`src/sld_pkg.sv`:
```
package sld_pkg;

  // configuration register indexes
  localparam int unsigned CFG_IDX_W = 1;
  localparam logic [CFG_IDX_W-1:0] CFG_FIRST_SYNC  = 1'b0;
  localparam logic [CFG_IDX_W-1:0] CFG_SECOND_SYNC = 1'b1;

  localparam logic [7:0]  FIRST_SYNC_RST  = 8'hAA;
  localparam logic [7:0]  SECOND_SYNC_RST = 8'h55;
  localparam logic [15:0] CRC_INIT        = 16'hFFFF;
  localparam logic [15:0] CRC_POLY_REFL   = 16'hA001;
  localparam logic [7:0]  MIN_LENGTH      = 8'd2;

  localparam int unsigned OUT_DATA_W = 64;

  typedef enum logic [1:0] {
    HUNT_FIRST = 2'd0,
    SEEN_FIRST = 2'd1,
    COLLECT    = 2'd2
  } hunt_state_t;

  typedef enum logic [1:0] {
    ST_GOOD    = 2'd0,
    ST_CRC_ERR = 2'd1,
    ST_BAD_LEN = 2'd2
  } frame_status_t;

  // one classified byte handed from the front to the back
  typedef struct packed {
    logic       init;       // restart the crc before this byte
    logic       feed;       // byte is covered by the crc
    logic       hold_lo;    // byte is the carried crc, low half
    logic       hold_hi;    // byte is the carried crc, high half
    logic       emit_body;  // pass the byte out as a body byte
    logic       verdict;    // close the frame
    logic       bad_len;    // verdict is a bad length
    logic [7:0] data;
    logic [7:0] index;
    logic [7:0] length;
  } q_entry_t;

  // result payload, packed as it leaves on tdata (lowest field last)
  typedef struct packed {
    logic [5:0]    pad;
    logic [15:0]   computed_crc;
    logic [15:0]   received_crc;
    frame_status_t frame_status;
    logic [7:0]    frame_length;
    logic [7:0]    body_index;
    logic [7:0]    body_byte;
  } out_data_t;

  typedef struct packed {
    logic      result_kind;
    logic      last_of_frame;
    out_data_t data;
  } result_t;

  // crc-16/modbus, one byte through the reflected polynomial
  function automatic logic [15:0] crc_feed(input logic [15:0] crc_in, input logic [7:0] b);
    logic [15:0] c;
    c = crc_in ^ {8'h00, b};
    for (int k = 0; k < 8; k++) begin
      if (c[0]) begin
        c = (c >> 1) ^ CRC_POLY_REFL;
      end else begin
        c = c >> 1;
      end
    end
    return c;
  endfunction

endpackage

```
`src/sld_front.sv`:
```
module sld_front
  import sld_pkg::*;
(
  input  logic                 clk,
  input  logic                 rst_n,
  input  logic                 cfg_wr_en,
  input  logic [CFG_IDX_W-1:0] cfg_index,
  input  logic [7:0]           cfg_data,
  input  logic                 in_accept,
  input  logic [7:0]           in_byte,
  output logic                 push,
  output q_entry_t             entry
);

  hunt_state_t hunt_r, hunt_nxt;
  logic [7:0]  len_r, len_nxt;
  logic [7:0]  count_r, count_nxt;
  logic [7:0]  first_sync_r, second_sync_r;

  logic [8:0]  pos_plus2;
  logic [8:0]  pos_plus1;

  assign pos_plus2 = {1'b0, count_r} + 9'd2;
  assign pos_plus1 = {1'b0, count_r} + 9'd1;

  always_ff @(posedge clk) begin
    if (!rst_n) begin
      first_sync_r  <= FIRST_SYNC_RST;
      second_sync_r <= SECOND_SYNC_RST;
    end else if (cfg_wr_en) begin
      case (cfg_index)
        CFG_FIRST_SYNC:  first_sync_r  <= cfg_data;
        CFG_SECOND_SYNC: second_sync_r <= cfg_data;
        default: ;
      endcase
    end
  end

  always_ff @(posedge clk) begin
    if (!rst_n) begin
      hunt_r  <= HUNT_FIRST;
      len_r   <= '0;
      count_r <= '0;
    end else begin
      hunt_r  <= hunt_nxt;
      len_r   <= len_nxt;
      count_r <= count_nxt;
    end
  end

  // next state
  always_comb begin
    hunt_nxt  = hunt_r;
    len_nxt   = len_r;
    count_nxt = count_r;
    if (in_accept) begin
      case (hunt_r)
        HUNT_FIRST: begin
          if (in_byte == first_sync_r) begin
            if (in_byte == second_sync_r) begin
              hunt_nxt  = COLLECT;
              count_nxt = '0;
            end else begin
              hunt_nxt = SEEN_FIRST;
            end
          end
        end
        SEEN_FIRST: begin
          if (in_byte == second_sync_r) begin
            hunt_nxt  = COLLECT;
            count_nxt = '0;
          end
        end
        COLLECT: begin
          if (count_r == '0) begin
            len_nxt = in_byte;
            if (in_byte < MIN_LENGTH) begin
              hunt_nxt = HUNT_FIRST;
            end else begin
              count_nxt = 8'd1;
            end
          end else if (count_r >= len_r) begin
            hunt_nxt  = HUNT_FIRST;
            count_nxt = '0;
          end else begin
            count_nxt = pos_plus1[7:0];
          end
        end
        default: hunt_nxt = HUNT_FIRST;
      endcase
    end
  end

  // classification of the byte into a queue entry
  always_comb begin
    push       = 1'b0;
    entry      = '0;
    entry.data = in_byte;
    if (in_accept && hunt_r == COLLECT) begin
      push = 1'b1;
      if (count_r == '0) begin
        entry.length = in_byte;
        if (in_byte < MIN_LENGTH) begin
          entry.verdict = 1'b1;
          entry.bad_len = 1'b1;
        end else begin
          entry.init    = 1'b1;
          entry.feed    = (in_byte > MIN_LENGTH);
          entry.hold_lo = (in_byte == MIN_LENGTH);
        end
      end else if (count_r >= len_r) begin
        entry.length  = len_r;
        entry.verdict = 1'b1;
      end else begin
        entry.length    = len_r;
        entry.feed      = (pos_plus2 < {1'b0, len_r});
        entry.emit_body = (pos_plus2 < {1'b0, len_r});
        entry.hold_lo   = (pos_plus2 == {1'b0, len_r});
        entry.hold_hi   = (pos_plus1 == {1'b0, len_r});
        entry.index     = count_r - 8'd1;
      end
    end
  end

endmodule

```
`src/sld_queue.sv`:
```
module sld_queue
  import sld_pkg::*;
#(
  parameter int unsigned DEPTH = 2
) (
  input  logic     clk,
  input  logic     rst_n,
  input  logic     push,
  input  q_entry_t push_entry,
  output logic     ready,
  input  logic     pop,
  output logic     head_valid,
  output q_entry_t head_entry
);

  localparam int unsigned PTR_W = (DEPTH > 1) ? $clog2(DEPTH) : 1;
  localparam int unsigned CNT_W = $clog2(DEPTH + 1);
  localparam logic [PTR_W-1:0] LAST_PTR = PTR_W'(DEPTH - 1);
  localparam logic [CNT_W-1:0] FULL_CNT = CNT_W'(DEPTH);

  q_entry_t         mem [DEPTH];
  logic [PTR_W-1:0] wr_ptr_r, wr_ptr_nxt;
  logic [PTR_W-1:0] rd_ptr_r, rd_ptr_nxt;
  logic [CNT_W-1:0] count_r, count_nxt;
  logic             do_push;
  logic             do_pop;

  assign ready      = (count_r != FULL_CNT);
  assign head_valid = (count_r != '0);
  assign head_entry = mem[rd_ptr_r];
  assign do_push    = push && ready;
  assign do_pop     = pop && head_valid;

  always_comb begin
    wr_ptr_nxt = wr_ptr_r;
    rd_ptr_nxt = rd_ptr_r;
    count_nxt  = count_r;
    if (do_push) begin
      wr_ptr_nxt = (wr_ptr_r == LAST_PTR) ? '0 : wr_ptr_r + 1'b1;
    end
    if (do_pop) begin
      rd_ptr_nxt = (rd_ptr_r == LAST_PTR) ? '0 : rd_ptr_r + 1'b1;
    end
    if (do_push && !do_pop) begin
      count_nxt = count_r + 1'b1;
    end else if (do_pop && !do_push) begin
      count_nxt = count_r - 1'b1;
    end
  end

  always_ff @(posedge clk) begin
    if (!rst_n) begin
      wr_ptr_r <= '0;
      rd_ptr_r <= '0;
      count_r  <= '0;
    end else begin
      wr_ptr_r <= wr_ptr_nxt;
      rd_ptr_r <= rd_ptr_nxt;
      count_r  <= count_nxt;
    end
  end

  always_ff @(posedge clk) begin
    if (do_push) begin
      mem[wr_ptr_r] <= push_entry;
    end
  end

endmodule

```
`src/sld_back.sv`:
```
module sld_back
  import sld_pkg::*;
(
  input  logic     clk,
  input  logic     rst_n,
  input  logic     head_valid,
  input  q_entry_t head_entry,
  output logic     pop,
  output logic     out_valid,
  input  logic     out_ready,
  output result_t  out_result
);

  logic [15:0] crc_r, crc_nxt;
  logic [7:0]  lo_r, lo_nxt;
  logic [7:0]  hi_r, hi_nxt;
  logic        out_valid_r, out_valid_nxt;
  result_t     result_r, result_nxt;
  logic [15:0] crc_base;
  logic [15:0] rx_crc;

  assign pop      = head_valid && (!out_valid_r || out_ready);
  assign crc_base = head_entry.init ? CRC_INIT : crc_r;
  assign rx_crc   = {hi_r, lo_r};

  always_comb begin
    crc_nxt       = crc_r;
    lo_nxt        = lo_r;
    hi_nxt        = hi_r;
    out_valid_nxt = out_valid_r && !out_ready;
    result_nxt    = result_r;
    if (pop) begin
      if (head_entry.feed) begin
        crc_nxt = crc_feed(crc_base, head_entry.data);
      end else begin
        crc_nxt = crc_base;
      end
      if (head_entry.hold_lo) begin
        lo_nxt = head_entry.data;
      end
      if (head_entry.hold_hi) begin
        hi_nxt = head_entry.data;
      end
      out_valid_nxt                = head_entry.emit_body || head_entry.verdict;
      result_nxt                   = '0;
      result_nxt.data.frame_length = head_entry.length;
      if (head_entry.verdict) begin
        result_nxt.result_kind   = 1'b1;
        result_nxt.last_of_frame = 1'b1;
        if (head_entry.bad_len) begin
          result_nxt.data.frame_status = ST_BAD_LEN;
        end else begin
          result_nxt.data.received_crc = rx_crc;
          result_nxt.data.computed_crc = crc_r;
          result_nxt.data.frame_status = (rx_crc == crc_r) ? ST_GOOD : ST_CRC_ERR;
        end
      end else begin
        result_nxt.data.body_byte  = head_entry.data;
        result_nxt.data.body_index = head_entry.index;
      end
    end
  end

  always_ff @(posedge clk) begin
    if (!rst_n) begin
      out_valid_r <= 1'b0;
    end else begin
      out_valid_r <= out_valid_nxt;
    end
  end

  always_ff @(posedge clk) begin
    crc_r    <= crc_nxt;
    lo_r     <= lo_nxt;
    hi_r     <= hi_nxt;
    result_r <= result_nxt;
  end

  assign out_valid  = out_valid_r;
  assign out_result = result_r;

endmodule

```
`src/sync_length_crc16_deframer_top.sv`:
```
// Sync / length / crc-16 deframer. Received bytes enter one per transaction on the
// in_ side; the block hunts for the first and then the second sync byte (an unmatched
// byte after the first sync just keeps it waiting), takes a length byte L and then
// L-1 more bytes. Body bytes (type plus payload) leave at once with their index; the
// last two packet bytes are the carried crc-16/modbus value, low byte first, checked
// against a crc (init 0xffff) over the length byte and the body. The byte after the
// packet is swallowed and closes the frame with a verdict transaction: good, crc
// mismatch, or bad length (L below two, reported on the length byte itself). Hunting
// bytes, crc bytes and sync bytes produce no result. Rate: one byte per clock,
// sustained while out_ takes results; a body or verdict byte is stored in the queue,
// and its result is then loaded into the output register that drives out_. The limit
// is the one-byte crc step in the back end. A front end classifies each byte, a short
// queue (QUEUE_DEPTH entries) decouples it from the back end that runs the crc and
// holds the result register, so input is still taken while a result waits to be read,
// until the queue is full. The user is to write the sync values through the cfg_ port
// only while the block is idle; the block itself does not enforce this.
module sync_length_crc16_deframer_top
  import sld_pkg::*;
#(
  parameter int unsigned QUEUE_DEPTH = 2
) (
  input  logic                  clk,
  input  logic                  rst_n,
  // configuration: index 0 first sync, index 1 second sync
  input  logic                  cfg_wr_en,
  input  logic [CFG_IDX_W-1:0]  cfg_index,
  input  logic [7:0]            cfg_data,
  // received bytes
  input  logic                  in_tvalid,
  output logic                  in_tready,
  input  logic [7:0]            in_tdata,   // rx_byte
  // results
  output logic                  out_tvalid,
  input  logic                  out_tready,
  // body_byte[7:0], body_index[15:8], frame_length[23:16], frame_status[25:24],
  // received_crc[41:26], computed_crc[57:42], zero fill[63:58]
  output logic [OUT_DATA_W-1:0] out_tdata,
  output logic                  out_tuser,  // result_kind
  output logic                  out_tlast   // last_of_frame
);

  logic     in_accept;
  logic     push;
  q_entry_t push_entry;
  logic     pop;
  logic     head_valid;
  q_entry_t head_entry;
  result_t  result;

  // a transaction on the input side
  assign in_accept = in_tvalid && in_tready;

  // front: sync hunt, length and position tracking, byte classification
  sld_front u_front (
    .clk       (clk),
    .rst_n     (rst_n),
    .cfg_wr_en (cfg_wr_en),
    .cfg_index (cfg_index),
    .cfg_data  (cfg_data),
    .in_accept (in_accept),
    .in_byte   (in_tdata),
    .push      (push),
    .entry     (push_entry)
  );

  // decoupling queue; its free space is the input ready
  sld_queue #(
    .DEPTH (QUEUE_DEPTH)
  ) u_queue (
    .clk        (clk),
    .rst_n      (rst_n),
    .push       (push),
    .push_entry (push_entry),
    .ready      (in_tready),
    .pop        (pop),
    .head_valid (head_valid),
    .head_entry (head_entry)
  );

  // back: crc accumulation, carried crc capture, verdict and output register
  sld_back u_back (
    .clk        (clk),
    .rst_n      (rst_n),
    .head_valid (head_valid),
    .head_entry (head_entry),
    .pop        (pop),
    .out_valid  (out_tvalid),
    .out_ready  (out_tready),
    .out_result (result)
  );

  assign out_tdata = result.data;
  assign out_tuser = result.result_kind;
  assign out_tlast = result.last_of_frame;

endmodule

```
`config.mk`:
```
export PLATFORM = sky130hd
export DESIGN_NAME = sync_length_crc16_deframer_top
export DESIGN_NICKNAME = d
export VERILOG_FILES = /design/src/sld_pkg.sv /design/src/sld_front.sv /design/src/sld_queue.sv /design/src/sld_back.sv /design/src/sync_length_crc16_deframer_top.sv
export SDC_FILE = /design/constraint.sdc
export NUM_CORES = 1
export LEC_CHECK = 0
export CORE_ASPECT_RATIO = 1.2
export CORE_UTILIZATION = 47
export DETAILED_ROUTE_END_ITERATION = 7
export DONT_BUFFER_PORTS = 1
export GPL_TIMING_DRIVEN = 0
export PLACE_DENSITY_LB_ADDON = 0.25
export SLEW_MARGIN = 40
export SYNTH_ARGS = -nofsm -noshare
export SYNTH_HDL_FRONTEND = slang
export SYNTH_SLANG_ARGS = --single-unit
```
`constraint.sdc`:
```
create_clock -name clk -period 4 [get_ports clk]
set_clock_uncertainty 0.05 [all_clocks]
set_input_delay 0.2 -clock clk [delete_from_list [all_inputs] [get_ports clk]]
set_output_delay 0.2 -clock clk [all_outputs]
set_load 0.01 [all_outputs]
```
# --- Yosys cells after proc, flatten, opt, wreduce, memory -nomap -nowiden ---
# Memories as Yosys holds them, arrays and structs flattened. A register that Yosys moved wholly into a read port is not among the register bits.
# Cells that the tools add are included.
# Widths: inputs -> output; s select.
op_classes:
  add_sub_neg: 7
  multipliers: 0
  div: 0
  order_cmp: 4
  n_eq_ne: 14
  n_shift: 0
  mux: 64
  bitwise: 11
  n_reduce_logical: 27
ops:
  columns: ["op", "count"]
  rows:
  - ["$mux 16", 25]
  - ["$mux 8", 8]
  - ["$mux 2", 13]
  - ["$not 2->3", 8]
  - ["$pmux 8 s3", 1]
  - ["$eq 9x8->1", 2]
  - ["$eq 16x16->1", 1]
  - ["$eq 8x8->1", 2]
  - ["$xor 16x8->16", 1]
  - ["$mux 1", 13]
  - ["$reduce_and 2->1", 5]
  - ["$add 8x1->9 const B", 1]
  - ["$add 8x2->9 const B", 1]
  - ["$lt 9x8->1", 1]
  - ["$eq 8x2->1 const B", 1]
  - ["$ge 8x8->1", 1]
  - ["$gt 8x2->1 const B", 1]
  - ["$logic_and 1x1->1", 8]
  - ["$logic_not 8->1", 1]
  - ["$lt 8x2->1 const B", 1]
  - ["$sub 8x1->8 const B", 1]
  - ["$mux 7", 1]
  - ["$ne 3x3->1 const B", 2]
  - ["$pmux 2 s3", 1]
  - ["other kinds (19)", 27]
totals:
  register_bits: 131
  latchBits: 0
  mem_bits_rw: 62
  rom_bits: 0
  out_inout_bits: 68
  n_memories: 1
memory_table:
  columns: ["name", "depth", "width", "rd", "rd_ports_with_merged_regs", "wr", "line", "rtl"]
  rows:
  - ["u_queue.mem", 2, 31, 1, 1, 1, "sld_queue.sv:21", "q_entry_t mem [DEPTH];"]

# --- Longest topological paths before layout ---
depth:
  ltp_word: 33
  ltp_mapped: 11
  mapped_depth_nobuf: 10

# --- Modules after synthesis ---
# From an unflattened synthesis, not the netlist that was laid out.
unflattened:
  cells_unflattened: 752
  hier_area_um2: 9137.5
modules_own_cells:
  columns: ["module", "instances", "cells_each", "area_per_inst_um2", "seq_area_each_um2"]
  rows:
  - ["sld_back", 1, 271, 4023.9, 2752.6]
  - ["sld_front", 1, 360, 2638.8, 680.7]
  - ["sld_queue", 1, 120, 2468.6, 1961.9]
  - ["sync_length_crc16_deframer_top", 1, 1, 6.3, 0.0]

# --- Worst setup path before layout ---
# OpenSTA, ideal clock, no wires.
synth_path:
  kind: "reg-to-reg"
  startpoint: "register u_queue.count_r[0]"
  endpoint: "memory u_queue.mem[0][0] (netlist bit), enable pin"
  t_arrival_ns: 2.550
  path_slack_ns: 0.980
  path_stages_with_launch: 7
  path_cell_list: "dfxtp_1 -> nand2b_1 -> nand2_1 -> or2_1 -> clkbuf_1 -> clkbuf_1 -> nor2_1"
synth_via:
  elab_chain_cells: 7
synth_lines:
  columns: ["item", "line", "rtl"]
  rows:
  - ["start, declared", "sld_queue.sv:24", "logic [CNT_W-1:0] count_r, count_nxt;"]
  - ["start signal, assigned", "sld_queue.sv:59", "count_r <= count_nxt;"]
  - ["$ne 2x2->1 (*)", "sld_queue.sv:28", "assign ready = (count_r != FULL_CNT);"]
  - ["via in_tready", "sync_length_crc16_deframer_top.sv:30", "output logic in_tready,"]
  - ["$logic_and 1x1->1", "sync_length_crc16_deframer_top.sv:51", "assign in_accept = in_tvalid && in_tready;"]
  - ["$logic_and 1x1->1", "sld_front.sv:99", "if (in_accept && hunt_r == COLLECT) begin"]
  - ["$mux 1", "sld_front.sv:99", null]
  - ["$logic_and 1x1->1 (*)", "sld_queue.sv:31", "assign do_push = push && ready;"]
  - ["$mux 1 (*)", "sld_queue.sv:64", "if (do_push) begin"]
  - ["$mux 1 (not written as such) (*)", "sld_queue.sv:65", "mem[wr_ptr_r] <= push_entry;"]
  - ["end, declared", "sld_queue.sv:21", null]
# Mark *: on every way through the listed nets, which the timed path passes. The rest lies on a longest branch.

==> results.py <==
metrics = {
    "worst_hold_path": {
        "hold_class": "in2reg",
        "worstHoldStart": "in_tdata[1]",
    },
    "global_routing": {
        "busiest_layer": "met2",
        "grt_pass1_vias": 5819,
        "use_met2_pct": 36.01,
        "grt_antenna_before_repair": 0,
        "track_usage_pct": 20.90,
        "grt_use_met1_pct": 25.31,
        "grt_remaining_overflow": 0,
        "grt_max_degree": 49,
        "use_met3_pct": 5.215,
        "grt_pass1_wl_um": 30910,
    },
    "worst_setup_path": {
        "r2r-end": "u_queue.mem[0][29]",
        "crit_type": "reg2reg",
        "startpoint": "u_front.count_r[0]",
        "crit_required_ns": 4.06,
        "startpoint_type": "register",
        "r2r_slack_ns": 0.52,
        "critPathMaxStageDelay_ns": 0.75,
        "crit_cells": 10,
        "setup.worst_path.end_class": "register",
        "path_delay_family": "compound AO/OA/AOI/OAI gates",
        "arrival_ns": 3.54,
        "path_max_fanout": 10,
        "critPathBufInv": 3,
        "rr_worst_depth": 10,
        "critical_path.cell_chain": "clkbuf_1, inv_1, ha_1, nor2b_1, o21bai_1, a21o_1, a21o_1, a21o_1, clkbuf_1, o41ai_1",
        "r2r-start": "u_front.count_r[0]",
        "crit_slowest_cell": "o41ai_1",
        "cp-endpoint": "u_queue.mem[0][29]",
        "crit_top_cell": "a21o_1",
    },
    "routing": {
        "ant_nets": 0,
        "dr_total_vias": 5642,
        "drt_iter0_markers": 293,
        "drt-total-wl_um": 19150,
        "drt-vias-per-instance": 5.389,
        "drc": 0,
        "first_pass_iters": 4,
        "avgRoutedWirePerCell_um": 18.29,
    },
    "yosys": {
        "synth_area_um2": 8909,
        "synth_top_area_share_pct": 51.57,
        "yosys_warnings": 0,
        "synth-main-ff-cell": "edfxtp_1",
        "synthArstFlopShare_pct": 0,
        "ys_seq_area_share_pct": 60.56,
        "yosysTopAreaCell": "edfxtp_1",
        "synth_area_leaders": "edfxtp_1 (52%), dfxtp_1 (9.0%), xnor2_1 (5.0%), nand2_1 (3.2%), nor2_1 (3.1%)",
        "synth_edf_count": 153,
        "yosys_register_bits": 193,
        "avgSynthCellArea_um2": 12.07,
        "postSynthCellCount": 738,
        "yosysUniqueCellTypes": 62,
    },
    "layout": {
        "layout.nets": 825,
        "mostFrequentLayoutCells": "edfxtp_1 (153), nand2_1 (76), nor2_1 (73)",
        "insertedDiodeCount": 0,
        "finalCoreUtilization_pct": 54.60,
        "layout_commonest_cell": "edfxtp_1",
        "synthToLayoutAreaGrowth_pct": 12.63,
        "drive_above_1_share_pct": 9.182,
    },
    "clocking": {
        "cts.clk_slew.worst_paths_ns": 0.07,
        "cts-htree-levels": 4,
        "cts_tree": "done",
        "cts_made_buffers": 17,
        "clkLatencyLatePin_ns": 0.42,
        "cts_sinks": 193,
        "cts-root-buf": "clkbuf_16",
        "clockBufferDepth": 2,
    },
    "floorplan": {
        "die_area_um2": 19510,
        "die_w_um": 127.7,
        "core_um2": 18380,
        "rows": 54,
        "ios": 90,
        "start_util_pct": 48.47,
        "die_h_um": 152.8,
    },
    "sta": {
        "rsz0062_at_grt": "no",
        "hold_viol": 0,
        "setup-violations-final": 0,
        "period_share_pct": 86.99,
        "setup_ws_ns": 0.5206,
        "min_period_ns": 3.479,
        "max_slew_margin_pct": 42.59,
        "drv_slew": 0,
        "fin_setup_tns_ns": 0,
        "timing.fmax_ghz": 0.2874,
        "worst_pin_slew_ns": 0.8500,
    },
    "place": {
        "numPortBuffers": 0,
        "place_congestion": 0.8523,
        "hpwl_um": 13830,
        "dp_slack_ns": 0.6026,
    },
    "power": {
        "max-vdd-ir-drop_mv": 0.3332,
        "powerDensity_nw_per_um2": 588.2,
        "leakagePower_nw": 3.619,
    },
    "job": {
        "max-cap-violations": 0,
    },
    "status": {
        "outcome": "finished clean",
    },
}
worst min-delay path by stage:
| stage | cells past startpoint | slack, ns | endpoint |
|---|---|---|---|
| 5_1_grt | 2 | 0.06 | u_queue.mem[1][1] |
| 4_1_cts | 2 | 0.04 | u_queue.mem[1][1] |
| 3_3_place_gp | 0 | 0.25 | u_queue.mem[0][18] |
| 3_5_place_dp | 0 | 0.25 | u_queue.mem[1][18] |
| 6_report | 2 | 0.04 | u_queue.mem[0][1] |
| 2_1_floorplan | 0 | 0.25 | u_queue.mem[0][16] |
sequential cells by signal, summed over array words and instances, names as in the netlist, named ones only:
| name | count |
|---|---|
| u_queue.count_r | 2 |
| u_back.lo_r | 8 |
| u_queue.wr_ptr_r | 1 |
| u_back.hi_r | 8 |
| u_queue.rd_ptr_r | 1 |
| u_front.first_sync_r | 8 |
| u_front.second_sync_r | 8 |
| u_front.len_r | 8 |
| u_back.crc_r | 16 |
| u_queue.mem | 62 |
| u_front.count_r | 8 |
| u_back.out_valid | 1 |
| u_front.hunt_r | 2 |
| u_back.out_result | 59 |
cells in the mapped netlist (3+ instances only):
master and count:
nor2_1 74, a21o_1 5, clkbuf_1 27, dfxtp_1 40, nand2b_1 4, nand2_1 76
xnor2_1 51, nand3_1 25, and2_1 3, nand4_1 8, o21ai_1 3, nor2b_1 6
and3_1 34, mux2i_1 25, mux2_2 13, edfxtp_1 153, or3_1 8, nor4_1 6
buf_2 3, ha_1 21, buf_4 7, xor2_1 31, o21a_1 7, a21oi_1 38
inv_1 19, o21ai_0 4, or4_1 3
layer usage:
layer	share of wire, %	routed length, um
met1	42	8064
met2	51	9735
met3	4.3	828
met4	2.7	521
met5	0	0
report_power, final:
| part | total, mW | switching [mW] | internal (mW) |
|---|---|---|---|
| clock network | 1.60 | 0.718 | 0.883 |
| logic | 1.31 | 0.718 | 0.587 |
| registers | 2.99 | 0.326 | 2.67 |
kinds of logic (layout without fill, tap and decap cells):
family / count (synthesis) / after routing / synth area share [%]
AO/OA/AOI/OAI: 76 / 76 / 5.253
AND/OR/NAND/NOR: 258 / 258 / 13.93
buffers and inverters: 62 / 114 / 3.216
adder cells (fa/ha/maj): 21 / 21 / 2.949
flip-flops: 193 / 193 / 60.56
other: 1 / 6 / 0.04209
XOR/XNOR: 84 / 84 / 8.609
multiplexers: 43 / 43 / 5.435
layout make-up:
| class | count | area (um^2) |
|---|---|---|
| fillers | 1628 | 8344 |
| repair buffers | 20 | 215.2 |
| flip-flops and latches | 193 | 5395 |
| clock inverters | 11 | 108.9 |
| inverters | 21 | 81.33 |
| well taps | 252 | 315.3 |
| plain buffers | 41 | 207.7 |
| clock buffers | 21 | 450.4 |
| multi-input cells | 488 | 3259 |
metrics by stage:
stage / power, mW / hold slack [ns] / instances / cell area [um^2]
6_report: 5.901 / 0.03661 / 1047 / 10030
5_1_grt: 6.187 / 0.06339 / 1047 / 10030
4_1_cts: 5.940 / 0.03555 / 1047 / 10030
3_5_place_dp: 4.335 / 0.2492 / 997 / 9289
3_3_place_gp: 4.287 / 0.2493 / 995 / 9243
2_1_floorplan: 3.998 / 0.2489 / 743 / 8927
timing repair:
action,in CTS,in global routing
hold buffers,18,0
resized for setup,0,0
endpoints found under the hold margin,41,0
buffers inserted,0,0
Note: power is estimated with default switching activity, not from simulation.
